`src/sv/eic_pkg.sv`:
```
// Package for the Ethernet/IPv4 frame classifier.
// Holds frame classes, protocol codes, counter slots and shared types.
// No dependencies.
package eic_pkg;

    localparam logic [2:0] CLS_ARP       = 3'd0;
    localparam logic [2:0] CLS_ICMP      = 3'd1;
    localparam logic [2:0] CLS_TCP       = 3'd2;
    localparam logic [2:0] CLS_UDP       = 3'd3;
    localparam logic [2:0] CLS_OTHER_IP  = 3'd4;
    localparam logic [2:0] CLS_OTHER_ETH = 3'd5;

    localparam logic [15:0] ETH_TYPE_ARP  = 16'h0806;
    localparam logic [15:0] ETH_TYPE_IPV4 = 16'h0800;

    localparam logic [7:0] PROTO_ICMP = 8'd1;
    localparam logic [7:0] PROTO_TCP  = 8'd6;
    localparam logic [7:0] PROTO_UDP  = 8'd17;

    localparam logic [6:0] OFF_TYPE_HI  = 7'd12;
    localparam logic [6:0] OFF_TYPE_LO  = 7'd13;
    localparam logic [6:0] IP_START     = 7'd14;
    localparam logic [6:0] REL_PROTOCOL = 7'd9;
    localparam logic [6:0] TCP_FLAG_REL = 7'd13;
    localparam logic [6:0] OFF_MAX      = 7'd127;
    localparam logic [3:0] MIN_IHL      = 4'd5;
    localparam logic [15:0] SUM_GOOD    = 16'hffff;

    localparam int NUM_CNT     = 8;
    localparam int CNT_ARP     = 0;
    localparam int CNT_IPV4    = 1;
    localparam int CNT_TCP     = 2;
    localparam int CNT_UDP     = 3;
    localparam int CNT_ICMP    = 4;
    localparam int CNT_OTHER   = 5;
    localparam int CNT_GOOD    = 6;
    localparam int CNT_SYNFIN  = 7;

    typedef struct packed {
        logic [2:0] frame_class;
        logic       ip_checksum_ok;
        logic       syn_set;
        logic       fin_set;
    } t_frame_info;

    typedef logic [NUM_CNT-1:0][31:0] t_totals;

endpackage

```
`src/sv/eic_if.sv`:
```
// Handshake interfaces for the frame classifier's byte and result channels.
// Depends on nothing.
interface eic_in_if;
    logic       valid;
    logic       ready;
    logic [7:0] frame_byte;
    logic       last_byte;

    modport source (output valid, output frame_byte, output last_byte, input ready);
    modport sink   (input valid, input frame_byte, input last_byte, output ready);
endinterface

interface eic_out_if;
    logic        valid;
    logic        ready;
    logic [2:0]  frame_class;
    logic        ip_checksum_ok;
    logic        syn_set;
    logic        fin_set;
    logic [31:0] arp_total;
    logic [31:0] ipv4_total;
    logic [31:0] tcp_total;
    logic [31:0] udp_total;
    logic [31:0] icmp_total;
    logic [31:0] other_total;
    logic [31:0] good_checksum_total;
    logic [31:0] syn_fin_total;

    modport source (
        output valid, output frame_class, output ip_checksum_ok, output syn_set,
        output fin_set, output arp_total, output ipv4_total, output tcp_total,
        output udp_total, output icmp_total, output other_total,
        output good_checksum_total, output syn_fin_total, input ready
    );
    modport sink (
        input valid, input frame_class, input ip_checksum_ok, input syn_set,
        input fin_set, input arp_total, input ipv4_total, input tcp_total,
        input udp_total, input icmp_total, input other_total,
        input good_checksum_total, input syn_fin_total, output ready
    );
endinterface

```
`src/sv/eic_frame_parser.sv`:
```
// Per-frame header parser: ethertype, IHL, protocol, header checksum, TCP flags.
// Holds the per-frame state and gives the frame's class and flags on the last byte.
// Depends on eic_pkg.
module eic_frame_parser (
    input  logic                 i_clk,
    input  logic                 i_rst_n,
    input  logic                 i_fire,
    input  logic [7:0]           i_byte,
    input  logic                 i_last,
    output eic_pkg::t_frame_info o_info
);
    import eic_pkg::*;

    logic [6:0]  r_off;
    logic [15:0] r_et;
    logic [3:0]  r_hw;
    logic [7:0]  r_proto;
    logic [16:0] r_sum;
    logic [7:0]  r_hold;
    logic [1:0]  r_flags;

    logic [6:0]  n_off;
    logic [15:0] n_et;
    logic [3:0]  n_hw;
    logic [7:0]  n_proto;
    logic [16:0] n_sum;
    logic [7:0]  n_hold;
    logic [1:0]  n_flags;

    logic        is_ip;
    logic [6:0]  rel;
    logic [3:0]  eff_words;
    logic [6:0]  hdr_bytes;
    logic [6:0]  flag_pos;
    logic [17:0] raw_sum;

    always_comb begin
        n_et = r_et;
        if (r_off == OFF_TYPE_HI) begin
            n_et = {i_byte, r_et[7:0]};
        end else if (r_off == OFF_TYPE_LO) begin
            n_et = {r_et[15:8], i_byte};
        end

        is_ip = (n_et == ETH_TYPE_IPV4) && (r_off >= IP_START);
        rel   = r_off - IP_START;

        n_hw    = (is_ip && rel == 7'd0) ? i_byte[3:0] : r_hw;
        n_proto = (is_ip && rel == REL_PROTOCOL) ? i_byte : r_proto;

        eff_words = (n_hw < MIN_IHL) ? MIN_IHL : n_hw;
        hdr_bytes = {1'b0, n_hw, 2'b00};
        flag_pos  = {1'b0, eff_words, 2'b00} + TCP_FLAG_REL;

        raw_sum = {1'b0, r_sum} + {2'b00, r_hold, i_byte};
        n_sum   = r_sum;
        n_hold  = r_hold;
        if (is_ip && rel < hdr_bytes) begin
            if (!rel[0]) begin
                n_hold = i_byte;
            end else begin
                n_sum = {1'b0, raw_sum[15:0]} + {15'd0, raw_sum[17:16]};
            end
        end

        n_flags = r_flags;
        if (is_ip && n_proto == PROTO_TCP && rel == flag_pos) begin
            n_flags = i_byte[1:0];
        end

        n_off = (r_off < OFF_MAX) ? r_off + 7'd1 : r_off;
    end

    always_comb begin
        o_info = '0;
        if (n_et == ETH_TYPE_ARP) begin
            o_info.frame_class = CLS_ARP;
        end else if (n_et == ETH_TYPE_IPV4) begin
            o_info.ip_checksum_ok = (n_hw >= MIN_IHL) && (n_off >= IP_START + hdr_bytes)
                                    && (n_sum == {1'b0, SUM_GOOD});
            if (n_proto == PROTO_ICMP) begin
                o_info.frame_class = CLS_ICMP;
            end else if (n_proto == PROTO_TCP) begin
                o_info.frame_class = CLS_TCP;
                o_info.syn_set     = n_flags[1];
                o_info.fin_set     = n_flags[0];
            end else if (n_proto == PROTO_UDP) begin
                o_info.frame_class = CLS_UDP;
            end else begin
                o_info.frame_class = CLS_OTHER_IP;
            end
        end else begin
            o_info.frame_class = CLS_OTHER_ETH;
        end
    end

    always_ff @(posedge i_clk) begin
        if (!i_rst_n || (i_fire && i_last)) begin
            r_off   <= '0;
            r_et    <= '0;
            r_hw    <= '0;
            r_proto <= '0;
            r_sum   <= '0;
            r_hold  <= '0;
            r_flags <= '0;
        end else if (i_fire) begin
            r_off   <= n_off;
            r_et    <= n_et;
            r_hw    <= n_hw;
            r_proto <= n_proto;
            r_sum   <= n_sum;
            r_hold  <= n_hold;
            r_flags <= n_flags;
        end
    end

endmodule

```
`src/sv/eic_counters.sv`:
```
// Saturating event counters, one per class of event, updated once per frame.
// Depends on eic_pkg.
module eic_counters #(
    parameter int COUNTER_BITS = 32
) (
    input  logic                 i_clk,
    input  logic                 i_rst_n,
    input  logic                 i_update,
    input  eic_pkg::t_frame_info i_info,
    output eic_pkg::t_totals     o_totals
);
    import eic_pkg::*;

    localparam logic [COUNTER_BITS-1:0] CNT_MAX = {COUNTER_BITS{1'b1}};

    logic [COUNTER_BITS-1:0] r_cnt [NUM_CNT];
    logic [COUNTER_BITS-1:0] n_cnt [NUM_CNT];
    logic [1:0]              amount [NUM_CNT];
    logic                    is_ip;

    always_comb begin
        is_ip = (i_info.frame_class == CLS_ICMP) || (i_info.frame_class == CLS_TCP)
                || (i_info.frame_class == CLS_UDP) || (i_info.frame_class == CLS_OTHER_IP);
        amount[CNT_ARP]    = {1'b0, i_info.frame_class == CLS_ARP};
        amount[CNT_IPV4]   = {1'b0, is_ip};
        amount[CNT_TCP]    = {1'b0, i_info.frame_class == CLS_TCP};
        amount[CNT_UDP]    = {1'b0, i_info.frame_class == CLS_UDP};
        amount[CNT_ICMP]   = {1'b0, i_info.frame_class == CLS_ICMP};
        amount[CNT_OTHER]  = {1'b0, (i_info.frame_class == CLS_OTHER_IP)
                                    || (i_info.frame_class == CLS_OTHER_ETH)};
        amount[CNT_GOOD]   = {1'b0, i_info.ip_checksum_ok};
        amount[CNT_SYNFIN] = {1'b0, i_info.syn_set} + {1'b0, i_info.fin_set};
    end

    for (genvar g = 0; g < NUM_CNT; g++) begin : g_cnt
        always_comb begin
            if (r_cnt[g] > CNT_MAX - COUNTER_BITS'(amount[g])) begin
                n_cnt[g] = CNT_MAX;
            end else begin
                n_cnt[g] = r_cnt[g] + COUNTER_BITS'(amount[g]);
            end
        end

        always_ff @(posedge i_clk) begin
            if (!i_rst_n) begin
                r_cnt[g] <= '0;
            end else if (i_update) begin
                r_cnt[g] <= n_cnt[g];
            end
        end

        assign o_totals[g] = 32'(r_cnt[g]);
    end

endmodule

```
`src/sv/ethernet_ipv4_frame_classifier.sv`:
```
// Top level of the Ethernet/IPv4 frame classifier.
// Depends on eic_pkg, eic_if, eic_frame_parser and eic_counters.
//
// Usage: frame bytes enter on i_in, destination MAC first, last_byte set on
// the final byte of each frame. One result item per frame leaves on o_out
// with the frame's class, checksum and TCP flag results, and the running
// totals as updated by that frame.
// Each accepted byte goes into an input register; from there the parser and
// counters handle it and, on the last byte, load the result register, whose
// valid flag and fields drive o_out.
// Throughput is one byte per cycle while no last byte is held back by a
// stalled o_out; the parser updates its per-frame state for each byte that
// leaves the input register.
// When o_out stalls, a last byte waits in the input register until the
// result register is free; other bytes keep flowing, and i_in accepts
// while a finished result still waits.
// Reset clears the per-frame state, the totals and both valid flags.
module ethernet_ipv4_frame_classifier #(
    parameter int COUNTER_BITS = 32
) (
    input  logic      i_clk,
    input  logic      i_rst_n,
    eic_in_if.sink    i_in,
    eic_out_if.source o_out
);
    import eic_pkg::*;

    logic        r_s1_valid;
    logic [7:0]  r_s1_byte;
    logic        r_s1_last;
    logic        r_o_valid;
    t_frame_info r_info;

    logic        out_free;
    logic        s1_fire;
    logic        load_out;
    t_frame_info frame_info;
    t_totals     totals;

    assign out_free   = !r_o_valid || o_out.ready;
    assign s1_fire    = r_s1_valid && (!r_s1_last || out_free);
    assign load_out   = s1_fire && r_s1_last;
    assign i_in.ready = !r_s1_valid || s1_fire;

    eic_frame_parser u_parser (
        .i_clk   (i_clk),
        .i_rst_n (i_rst_n),
        .i_fire  (s1_fire),
        .i_byte  (r_s1_byte),
        .i_last  (r_s1_last),
        .o_info  (frame_info)
    );

    eic_counters #(
        .COUNTER_BITS (COUNTER_BITS)
    ) u_counters (
        .i_clk    (i_clk),
        .i_rst_n  (i_rst_n),
        .i_update (load_out),
        .i_info   (frame_info),
        .o_totals (totals)
    );

    always_ff @(posedge i_clk) begin
        if (!i_rst_n) begin
            r_s1_valid <= 1'b0;
            r_o_valid  <= 1'b0;
        end else begin
            if (i_in.ready) begin
                r_s1_valid <= i_in.valid;
            end
            if (load_out) begin
                r_o_valid <= 1'b1;
            end else if (o_out.ready) begin
                r_o_valid <= 1'b0;
            end
        end
    end

    always_ff @(posedge i_clk) begin
        if (i_in.ready && i_in.valid) begin
            r_s1_byte <= i_in.frame_byte;
            r_s1_last <= i_in.last_byte;
        end
        if (load_out) begin
            r_info <= frame_info;
        end
    end

    assign o_out.valid               = r_o_valid;
    assign o_out.frame_class         = r_info.frame_class;
    assign o_out.ip_checksum_ok      = r_info.ip_checksum_ok;
    assign o_out.syn_set             = r_info.syn_set;
    assign o_out.fin_set             = r_info.fin_set;
    assign o_out.arp_total           = totals[CNT_ARP];
    assign o_out.ipv4_total          = totals[CNT_IPV4];
    assign o_out.tcp_total           = totals[CNT_TCP];
    assign o_out.udp_total           = totals[CNT_UDP];
    assign o_out.icmp_total          = totals[CNT_ICMP];
    assign o_out.other_total         = totals[CNT_OTHER];
    assign o_out.good_checksum_total = totals[CNT_GOOD];
    assign o_out.syn_fin_total       = totals[CNT_SYNFIN];

endmodule

```
`src/flat_wrapper.sv`:
```
// flat-port wrapper written by rule: the top's interface ports become plain ports
module ethernet_ipv4_frame_classifier_flat import eic_pkg::*;
#(
    parameter int COUNTER_BITS = 32
)
  (i_clk, i_rst_n, i_in_valid, i_in_frame_byte, i_in_last_byte, i_in_ready, o_out_valid, o_out_frame_class, o_out_ip_checksum_ok, o_out_syn_set, o_out_fin_set, o_out_arp_total, o_out_ipv4_total, o_out_tcp_total, o_out_udp_total, o_out_icmp_total, o_out_other_total, o_out_good_checksum_total, o_out_syn_fin_total, o_out_ready);
  eic_in_if i_in_i ();
  eic_out_if o_out_i ();
  input  logic i_clk;
  input  logic i_rst_n;
  input wire logic [$bits(i_in_i.valid)-1:0] i_in_valid;
  input wire logic [$bits(i_in_i.frame_byte)-1:0] i_in_frame_byte;
  input wire logic [$bits(i_in_i.last_byte)-1:0] i_in_last_byte;
  output wire logic [$bits(i_in_i.ready)-1:0] i_in_ready;
  output wire logic [$bits(o_out_i.valid)-1:0] o_out_valid;
  output wire logic [$bits(o_out_i.frame_class)-1:0] o_out_frame_class;
  output wire logic [$bits(o_out_i.ip_checksum_ok)-1:0] o_out_ip_checksum_ok;
  output wire logic [$bits(o_out_i.syn_set)-1:0] o_out_syn_set;
  output wire logic [$bits(o_out_i.fin_set)-1:0] o_out_fin_set;
  output wire logic [$bits(o_out_i.arp_total)-1:0] o_out_arp_total;
  output wire logic [$bits(o_out_i.ipv4_total)-1:0] o_out_ipv4_total;
  output wire logic [$bits(o_out_i.tcp_total)-1:0] o_out_tcp_total;
  output wire logic [$bits(o_out_i.udp_total)-1:0] o_out_udp_total;
  output wire logic [$bits(o_out_i.icmp_total)-1:0] o_out_icmp_total;
  output wire logic [$bits(o_out_i.other_total)-1:0] o_out_other_total;
  output wire logic [$bits(o_out_i.good_checksum_total)-1:0] o_out_good_checksum_total;
  output wire logic [$bits(o_out_i.syn_fin_total)-1:0] o_out_syn_fin_total;
  input wire logic [$bits(o_out_i.ready)-1:0] o_out_ready;
  assign i_in_i.valid = i_in_valid;
  assign i_in_i.frame_byte = i_in_frame_byte;
  assign i_in_i.last_byte = i_in_last_byte;
  assign i_in_ready = i_in_i.ready;
  assign o_out_valid = o_out_i.valid;
  assign o_out_frame_class = o_out_i.frame_class;
  assign o_out_ip_checksum_ok = o_out_i.ip_checksum_ok;
  assign o_out_syn_set = o_out_i.syn_set;
  assign o_out_fin_set = o_out_i.fin_set;
  assign o_out_arp_total = o_out_i.arp_total;
  assign o_out_ipv4_total = o_out_i.ipv4_total;
  assign o_out_tcp_total = o_out_i.tcp_total;
  assign o_out_udp_total = o_out_i.udp_total;
  assign o_out_icmp_total = o_out_i.icmp_total;
  assign o_out_other_total = o_out_i.other_total;
  assign o_out_good_checksum_total = o_out_i.good_checksum_total;
  assign o_out_syn_fin_total = o_out_i.syn_fin_total;
  assign o_out_i.ready = o_out_ready;
  ethernet_ipv4_frame_classifier #(.COUNTER_BITS(COUNTER_BITS)) u_core (.i_clk(i_clk), .i_rst_n(i_rst_n), .i_in(i_in_i), .o_out(o_out_i));
endmodule
```
`config.mk`:
```
export PLATFORM = sky130hd
export DESIGN_NAME = ethernet_ipv4_frame_classifier_flat
export DESIGN_NICKNAME = d
export VERILOG_FILES = /design/src/sv/eic_pkg.sv /design/src/sv/eic_if.sv /design/src/sv/eic_frame_parser.sv /design/src/sv/eic_counters.sv /design/src/sv/ethernet_ipv4_frame_classifier.sv /design/src/flat_wrapper.sv
export SDC_FILE = /design/constraint.sdc
export NUM_CORES = 1
export LEC_CHECK = 0
export BUFFER_PORTS_ARGS = -buffer_cell sky130_fd_sc_hd__buf_2
export CORE_MARGIN = 5
export CORE_UTILIZATION = 60
export CTS_BUF_LIST = sky130_fd_sc_hd__clkbuf_8
export DETAILED_ROUTE_END_ITERATION = 12
export GPL_TIMING_DRIVEN = 0
export PLACE_DENSITY = 0.89
export SETUP_SLACK_MARGIN = 0.2
export SKIP_LAST_GASP = 1
export SYNTH_ARGS = -nofsm -noshare
export SYNTH_HDL_FRONTEND = slang
export SYNTH_SLANG_ARGS = --single-unit
```
`constraint.sdc`:
```
create_clock -name i_clk -period 12.07 [get_ports i_clk]
set_clock_uncertainty 0.2 [all_clocks]
set_input_delay 1.207 -clock i_clk [delete_from_list [all_inputs] [get_ports i_clk]]
set_output_delay 1.207 -clock i_clk [all_outputs]
set_load 0.1 [all_outputs]
```
=== Word-level counts from Yosys, hierarchy flattened ===
Memory sizes are Yosys's and may differ from the RTL's.
Cells that the tools add are included.

* Reductions and logical operators: 27
* $lt $le $gt $ge: 14
* Eq/ne operators: 15
* Mux-type cells: 40
* $add $sub $neg: 23
* Bitwise operators: 9

{| class="wikitable"
|+ Operators with widths
! cell !! count
|-
| 32-bit 2-to-1 mux || 16
|-
| 32-bit greater-than comparator || 8
|-
| 32-bit by 1-bit adder with 32-bit output || 7
|-
| 17-bit 2-to-1 mux || 2
|-
| 32-bit by 2-bit adder with 32-bit output || 1
|-
| 16-bit by 12-bit equality test with 1-bit output (second input constant) || 2
|-
| 7-bit by 4-bit equality test with 1-bit output (second input constant) || 3
|-
| 3-bit 2-to-1 mux || 7
|-
| 1-bit by 2-bit subtractor with 3-bit output (first input constant) || 7
|-
| 17-bit by 16-bit adder with 18-bit output || 1
|-
| 16-bit by 2-bit adder with 17-bit output || 1
|-
| 17-bit by 16-bit equality test with 1-bit output (second input constant) || 1
|-
| 16-bit 2-to-1 mux || 1
|-
| 8-bit 2-to-1 mux || 2
|-
| 1-bit logical AND || 11
|-
| 8-bit by 1-bit equality test with 1-bit output (second input constant) || 1
|-
| 8-bit by 3-bit equality test with 1-bit output (second input constant) || 1
|-
| 8-bit by 5-bit equality test with 1-bit output (second input constant) || 1
|-
| 1-bit logical OR || 8
|-
| 4-bit 2-to-1 mux || 2
|-
| 1-bit bitwise OR || 8
|-
| 4-bit by 6-bit adder with 7-bit output (first input constant) || 1
|-
| 6-bit by 4-bit adder with 7-bit output (second input constant) || 1
|-
| 7-bit by 1-bit adder with 7-bit output (second input constant) || 1
|-
| 22 further kinds || 34
|}

* Memories kept: 1
* Bits in registers: 79
* Input port bits: 13
* Logic and storage cells: 144
* RAM bits: 256
* Output and inout bits: 264

{| class="wikitable"
|+ Memory list
! name !! words !! width !! rd ports !! clocked after Yosys merged registers in !! wr ports !! RTL line !! RTL
|-
| u_core.u_counters.r_cnt || 8 || 32 || 8 || 0 || 8 || eic_counters.sv:16 || <nowiki>logic [COUNTER_BITS-1:0] r_cnt [NUM_CNT];</nowiki>
|}

=== Depth between registers and ports, before layout ===
Gate-level depths: netlist (run 1).

* Depth in word-level cells: 22
* Depth in mapped cells: 34

=== Hierarchy ===
From an unflattened synthesis (run 1), not the netlist that was laid out.

* Cell total of the unflattened synthesis: 2049
* Area, all modules: 20194.4 um^2

{| class="wikitable"
|+ Modules (own cells, without submodules)
! module !! instances !! cells an instance !! area each (um^2)
|-
| eic_counters || 1 || 1407 || 14756.7
|-
| eic_frame_parser || 1 || 615 || 4869.7
|-
| ethernet_ipv4_frame_classifier || 1 || 27 || 568.0
|}

=== Least setup slack after synthesis (run 1) ===
No wires, ideal clock.

* Path kind: in2reg
* Start: input port o_out_ready
* End: memory u_core.u_counters.r_cnt[0][0], enable pin
* Stages on the path: 7
* Required time: 11.150 ns
* Setup time: 0.720 ns
* Arrival: 9.284 ns
* Path slack: 1.865 ns
* Cell sequence: nor2b_1 nand2_1 and3_1 clkbuf_1 nand2b_1 clkbuf_1 clkbuf_1

{| class="wikitable"
|+ RTL lines
! item !! RTL line !! RTL
|-
| from (decl) || flat_wrapper.sv:28 || <nowiki>input wire logic [$bits(o_out_i.ready)-1:0] o_out_ready;</nowiki>
|-
| to (decl) || eic_counters.sv:16 ||
|}

==> results of run 1 <==
==> placed cells by master, fill, tap and decap left out, types with 10 or more instances in the layout <==
cell type  count
xnor2_1       90
clkbuf_8      62
edfxtp_1     271
dfxtp_1       64
clkbuf_1      76
nor2_1       153
and3_1        54
xor2_1       181
buf_2        283
nor3_1        30
nand2_1      159
mux2i_1       31
inv_1         95
and2_1        19
or3_1         10
o21ai_0       21
and4_1        17
ha_1          59
nand3_1      146
a21oi_1      315
nor2b_1       14
nand4_1       53
nand2b_1      10
==> area by class of cell <==
type / count / area [sq um]
Fill cell: 2348 / 9680
Multi-Input combinational cell: 1494 / 9450
Sequential cell: 335 / 9420
Timing Repair Buffer: 280 / 1490
Clock buffer: 62 / 853
Tap cell: 442 / 553
Buffer: 91 / 362
Inverter: 70 / 263
Clock inverter: 44 / 209
==> metal layers <==
layer	global-route usage, %	wire (um)
met1	37.6	21300
met2	47.5	25600
met3	7.96	5490
met4	15.2	3030
met5	0	0
==> power by group through the flow <==
stage,registers [mW],clock network [mW],logic (mW)
floorplan,1.72,0,0.0919
global placement,1.40,0,0.506
detailed placement,1.39,0,0.517
CTS,1.36,0.978,0.519
global route,1.37,1.04,0.536
finish,1.37,0.972,0.520
==> kinds of logic (layout without fill, tap and decap cells) <==
family | Yosys count | in the layout | share of synthesized area (%)
AND/OR/NAND/NOR | 721 | 721 | 18.8
buffers and inverters | 161 | 547 | 3.18
multiplexers | 39 | 39 | 2.05
XOR/XNOR | 271 | 271 | 12.2
flip-flops | 335 | 335 | 48.3
adder cells (fa/ha/maj) | 62 | 62 | 4.10
AO/OA/AOI/OAI | 401 | 401 | 11.4
==> state kept, by name (all words and copies together), names as in the netlist, 2 cells and up <==
register,cells
u_core.u_parser.r_off,7
u_core.o_out.frame_class,3
u_core.u_parser.r_hw,4
u_core.u_parser.r_flags,2
u_core.u_parser.r_proto,8
u_core.u_parser.r_sum,17
u_core.u_parser.r_hold,8
u_core.u_parser.r_et,16
u_core.u_counters.r_cnt,256
u_core.r_s1_byte,8
==> stage by stage <==
step / instance area, sq um / setup slack [ns] / hold slack (ns)
finish: 22600 / 2.72 / 0.256
global route: 22600 / 2.22 / 0.282
CTS: 22600 / 2.87 / 0.262
detailed placement: 21500 / 2.91 / 0.254
global placement: 21400 / -1.72 / 0.240
floorplan: 19500 / 1.87 / 0.231
==> worst max path at each step <==
stage | end | depth (start not counted) | startpoint
after global routing | u_core.u_counters.r_cnt[1][120] | 32 | u_core.u_parser.r_off[0]
after floorplan | u_core.u_counters.r_cnt[0][0] | 7 | o_out_ready
after CTS | u_core.u_counters.r_cnt[1][120] | 32 | u_core.u_parser.r_off[0]
after detailed placement | u_core.u_counters.r_cnt[1][120] | 32 | u_core.u_parser.r_off[0]
final | u_core.u_counters.r_cnt[1][120] | 32 | u_core.u_parser.r_off[0]
after global placement | u_core.u_counters.r_cnt[0][86] | 8 | o_out_ready
==> critical path: cells and delay by family, from the launching register on <==
family,cells,cell delay (ns)
DFF,1,0.52
AOI/OAI and AO/OA,9,2.45
adders and majority gates,6,1.98
and+or+nand+nor,10,3.00
xor gates and xnor gates,2,0.35
muxes,1,0.13
buffers and inverters,4,0.44
==> flow_summary.yaml, run 1 <==
status:
  status: "finished clean"
clock_tree:
  h-tree-depth: 2
  cts_inserted_buffers: 58
  root_buffer: "clkbuf_8"
  path_clk_slew_ns: 0.06
  holdBufCountCts: 0
  cts_tree: "done"
  clk_path_buf_depth: 3
  cts_setup_buffers: 0
  post_cts_resized: 0
  insertion_delay_ns: 0.64
  cts_sinks: 335
layout:
  drive_gt1_share_pct: 16.5
  area_delta_synth_final_pct: 16.0
  diodes: 0
  fin_util_pct: 70.0
  nets: 2405
  final_cell_count_no_fill: 2818
placement:
  dpl.hpwl_um: 40100
  placedCellCount: 2712
  port_buffers: 276
  gp_congestion: 0.950
logic_synthesis:
  syn_inst: 1990
  ys.flop_type: "edfxtp_1"
  yosysUniqueCellTypes: 75
  synth_edf_count: 271
  syn_area_sq_um: 19500
  ys_ff_latch: 335
  synth_fp_nets: 2065
  yosysWarningCount: 0
  yosysMostFrequentCell: "a21oi_1"
  ys_seq_area_share_pct: 48.3
  yosys-top-cells-area: "edfxtp_1 (42%), xor2_1 (8.1%), a21oi_1 (8.1%)"
  yosysTopAreaCell: "edfxtp_1"
  synth_top_cells_by_count: "a21oi_1 (315), edfxtp_1 (271), xor2_1 (181), nand2_1 (159), nor2_1 (153)"
  avgSynthCellArea_sq_um: 9.80
  yosysTopAreaCellShare_pct: 41.7
  synthArstFlopShare_pct: 0
timing:
  worst_pin_slew_ns: 1.14
  fin_crit_sh_pct: 77.5
  grt_setup_unrepaired: "false"
  setup_viol: 0
  max_freq_mhz: 107
  slew_headroom_pct: 23.9
  hold_viol: 0
  period_minus_slack_ns: 9.35
  drv_slew: 0
  tns_ns: 0
setup_path:
  crit_path_max_fanout: 10
  required_ns: 12.22
  r2r_end: "u_core.u_counters.r_cnt[1][120]"
  crit_type: "reg -> reg"
  critPathMostFrequentCell: "ha_1"
  critPathSlowestCell: "dfxtp_1"
  r2r-start: "u_core.u_parser.r_off[0]"
  cpPeakStageDelay_ns: 0.52
  cp.arrival_ns: 9.50
  rrSetupSlack_ns: 2.72
  worstRegToRegCells: 32
  startpoint_type: "register"
  end_kind: "register"
worst_hold_path:
  hold_depth: 2
  hold_path.class: "reg -> reg"
  worstHoldStart: "u_core.u_parser.r_et[10]"
  min_to: "u_core.u_parser.r_et[10]"
power_and_ir_drop:
  powerDensity_nw_per_um2: 126
  leakagePower_nw: 8.63
  finalPower_mw: 2.86
  max-vdd-ir-drop_uv: 94.9
  p_sw_mw: 0.986
  power.internal_mw: 1.87
  power_frac_seq_pct: 47.8
  switching_share_pct: 34.5
  pwr-share-comb_pct: 18.2
  clockPowerShare_pct: 34.0
floorplanning:
  start_util_pct: 60.4
  io_pins: 277
  die_y_um: 190
  die_w_um: 190
  rows: 66
  core_area_sq_um: 32300
  fp.dieArea_sq_um: 36200
grt:
  grt_max_degree: 65
  grt_pass1_wl_um: 87800
  grtUsageTotal_pct: 29.8
  overflow: 0
  antenna_found_initial: 0
  first_global_vias: 16834
route:
  via_per_inst: 6.05
  num_vias: 17059
  routed_wl_um: 55500
  drt-initial-drc-count: 1685
  drt_first_pass_iters: 8
  wl_per_cell_um: 19.7
  ant_nets: 0
  drc: 0
job:
  max_cap_violations: 0
No activity file was read; power rests on OpenSTA's default activity.
==> inputs of run 2 (changes only) <==
--- a/config.mk
+++ b/config.mk
@@ -7,11 +7,11 @@
 export LEC_CHECK = 0
 export BUFFER_PORTS_ARGS = -buffer_cell sky130_fd_sc_hd__buf_2
 export CORE_MARGIN = 5
-export CORE_UTILIZATION = 60
+export CORE_UTILIZATION = 54
 export CTS_BUF_LIST = sky130_fd_sc_hd__clkbuf_8
 export DETAILED_ROUTE_END_ITERATION = 12
 export GPL_TIMING_DRIVEN = 0
-export PLACE_DENSITY = 0.89
+export PLACE_DENSITY = 0.85
 export SETUP_SLACK_MARGIN = 0.2
 export SKIP_LAST_GASP = 1
 export SYNTH_ARGS = -nofsm -noshare
==> constraint.sdc (replaced) <==
create_clock -name i_clk -period 8.15 [get_ports i_clk]
set_clock_uncertainty 0.2 [all_clocks]
set_input_delay 0.815 -clock i_clk [delete_from_list [all_inputs] [get_ports i_clk]]
set_output_delay 0.815 -clock i_clk [all_outputs]
set_load 0.1 [all_outputs]
==> run 2 against run 1 <==
Compared with the run above: utilization shrank 5.7 points; fmax up 23%; routed wire length shrank 1.5%; largest cell class unchanged; sequential cell count did not move; final area up 1.3%; worst hold slack worse by 0.13 ns; sequential power up 47%; highest routed layer unchanged.
==> flow_summary.yaml, run 2 (synthesis results as in run 1) <==
grt:
  grt_max_degree: 108
  antenna_found_initial: 1
  first_global_vias: 16118
  overflow: 0
  grtUsageTotal_pct: 26.2
  grt_pass1_wl_um: 84800
timing:
  slew_headroom_pct: 20.6
  layout_setup_ws_ns: 0.555
  tns_ns: 0
  max_freq_mhz: 132
  hold_viol: 0
  fin_crit_sh_pct: 93.2
  whs_ns: 0.131
  setup_viol: 0
  drv_slew: 0
  period_minus_slack_ns: 7.59
  worst_pin_slew_ns: 1.19
  grt_setup_unrepaired: "false"
layout:
  final_cell_mix: "a21oi_1 (314), buf_2 (281), edfxtp_1 (271), xor2_1 (181), nand2_1 (159)"
  fillers: 2812
  drive_gt1_share_pct: 18.1
  largest_register_ffs: 256
  top_regs: "u_core.u_counters.r_cnt x256, u_core.u_parser.r_sum x17, u_core.u_parser.r_et x16"
  top_register: "u_core.u_counters.r_cnt"
  nets: 2407
  area_delta_synth_final_pct: 17.4
  layout_commonest_cell: "a21oi_1"
clock_tree:
  path_clk_slew_ns: 0.06
  cts_sinks: 335
  clk_path_buf_depth: 3
  h-tree-depth: 2
  holdBufCountCts: 0
  cts_inserted_buffers: 57
  root_buffer: "clkbuf_8"
  insertion_delay_ns: 0.66
  cts_tree: "done"
floorplanning:
  io_pins: 277
  die_w_um: 200
  core_area_sq_um: 35600
  fp.dieArea_sq_um: 40000
  rows: 69
  die_y_um: 200
  start_util_pct: 54.8
job:
  max_cap_violations: 0
setup_path:
  end_kind: "register"
  cpPeakStageDelay_ns: 0.46
  required_ns: 8.32
  rrSetupSlack_ns: 0.56
  startpoint_type: "register"
  crit_path_max_fanout: 10
  critPathSlowestCell: "a2111o_1"
  crit_type: "reg -> reg"
  r2r-start: "u_core.u_parser.r_off[0]"
  r2r_end: "u_core.u_counters.r_cnt[1][126]"
  worstRegToRegCells: 33
  cp.arrival_ns: 7.77
route:
  routed_wl_um: 54700
  via_per_inst: 5.91
  wl_per_cell_um: 19.2
  drc: 0
  ant_nets: 0
  drt-initial-drc-count: 1448
  num_vias: 16814
  drt_first_pass_iters: 5
status:
  status: "finished clean"
worst_hold_path:
  worstHoldStart: "i_in_frame_byte[7]"
  hold_path.class: "in -> reg"
  min_to: "u_core.r_s1_byte[7]"
  hold_depth: 1
placement:
  gp_congestion: 1.02
  pre_cts_slack_ns: -0.691
  dpl.hpwl_um: 39600
  port_buffers: 276
power_and_ir_drop:
  powerDensity_nw_per_um2: 191
  leakagePower_nw: 8.68
  max-vdd-ir-drop_uv: 173
  finalPower_mw: 4.38
-- run 2: cell count changes in the layout (fill, tap and decap cells not counted), sizes merged --
cell    previous run  this run
diode              0         1
inv               96        82
bufinv             1         6
clkinv            14        28
buf              294       297
clkbuf           139       136
-- run 2: worst max-delay path by stage --
| stage | from | endpoint | slack [ns] | cells past startpoint |
|---|---|---|---|---|
| 2_1_floorplan | u_core.u_parser.r_off[0] | u_core.u_counters.r_cnt[1][120] | 0.56 | 32 |
| 3_3_place_gp | u_core.u_parser.r_off[0] | u_core.u_counters.r_cnt[1][126] | -0.64 | 33 |
| 3_5_place_dp | u_core.u_parser.r_off[0] | u_core.u_counters.r_cnt[1][126] | -0.69 | 33 |
| 4_1_cts | u_core.u_parser.r_off[1] | u_core.u_counters.r_cnt[1][126] | 0.16 | 33 |
| 5_1_grt | u_core.u_parser.r_off[0] | u_core.u_counters.r_cnt[1][126] | 0.17 | 33 |
| 6_report | u_core.u_parser.r_off[0] | u_core.u_counters.r_cnt[1][126] | 0.56 | 33 |
-- run 2: routing by layer --
layer | share of wire [%] | vias up | GRT usage, %
li1 | - | 7889 | -
met1 | 39 | 7999 | 32.9
met2 | 46 | 771 | 41.5
met3 | 10 | 155 | 8.53
met4 | 4.7 | 0 | 11.9
met5 | 0 | - | 0
-- run 2: power by group --
part | switching [mW] | internal, mW | total, mW
registers | 0.0920 | 1.93 | 2.02
clock network | 0.721 | 0.867 | 1.59
logic | 0.656 | 0.113 | 0.769
total | 1.47 | 2.91 | 4.38
-- run 2: critical path, delay by kind of cell, from the launching register on --
| family | cells | cell delay [ns] |
|---|---|---|
| mux | 1 | 0.17 |
| compound gates | 9 | 2.07 |
| fa+ha+maj | 6 | 1.68 |
| simple gates | 11 | 2.03 |
| xor+xnor | 2 | 0.29 |
| flops | 1 | 0.42 |
| buf+inv | 4 | 0.42 |
-- run 2: final cells by class --
cell class | count | area [sq um] | area share (%)
antenna | 1 | 2.50 | 0.0109
timing repair buffer | 283 | 1470 | 6.44
multi-input combinational | 1494 | 9590 | 41.9
clock inverter | 49 | 370 | 1.62
inverter | 70 | 267 | 1.16
tap | 461 | 577 | 2.52
sequential | 335 | 9420 | 41.2
buffer | 91 | 374 | 1.63
clock buffer | 59 | 812 | 3.55
-- run 2: metrics by stage --
| stage | cell area, sq um | utilization, % | cells |
|---|---|---|---|
| 6_report | 22900 | 64.4 | 2843 |
| 5_1_grt | 22900 | 64.4 | 2843 |
| 4_1_cts | 22800 | 64.1 | 2839 |
| 3_5_place_dp | 21500 | 60.5 | 2729 |
| 3_3_place_gp | 21500 | 60.3 | 2727 |
| 2_1_floorplan | 19500 | - | 1990 |
-- run 2: repair_timing --
item	in CTS	in global routing
resized for setup	18	24
cloned	0	0
hold endpoints to repair	0	0
pin swaps	1	4
endpoints found under the setup margin	42	60
setup buffers	2	3
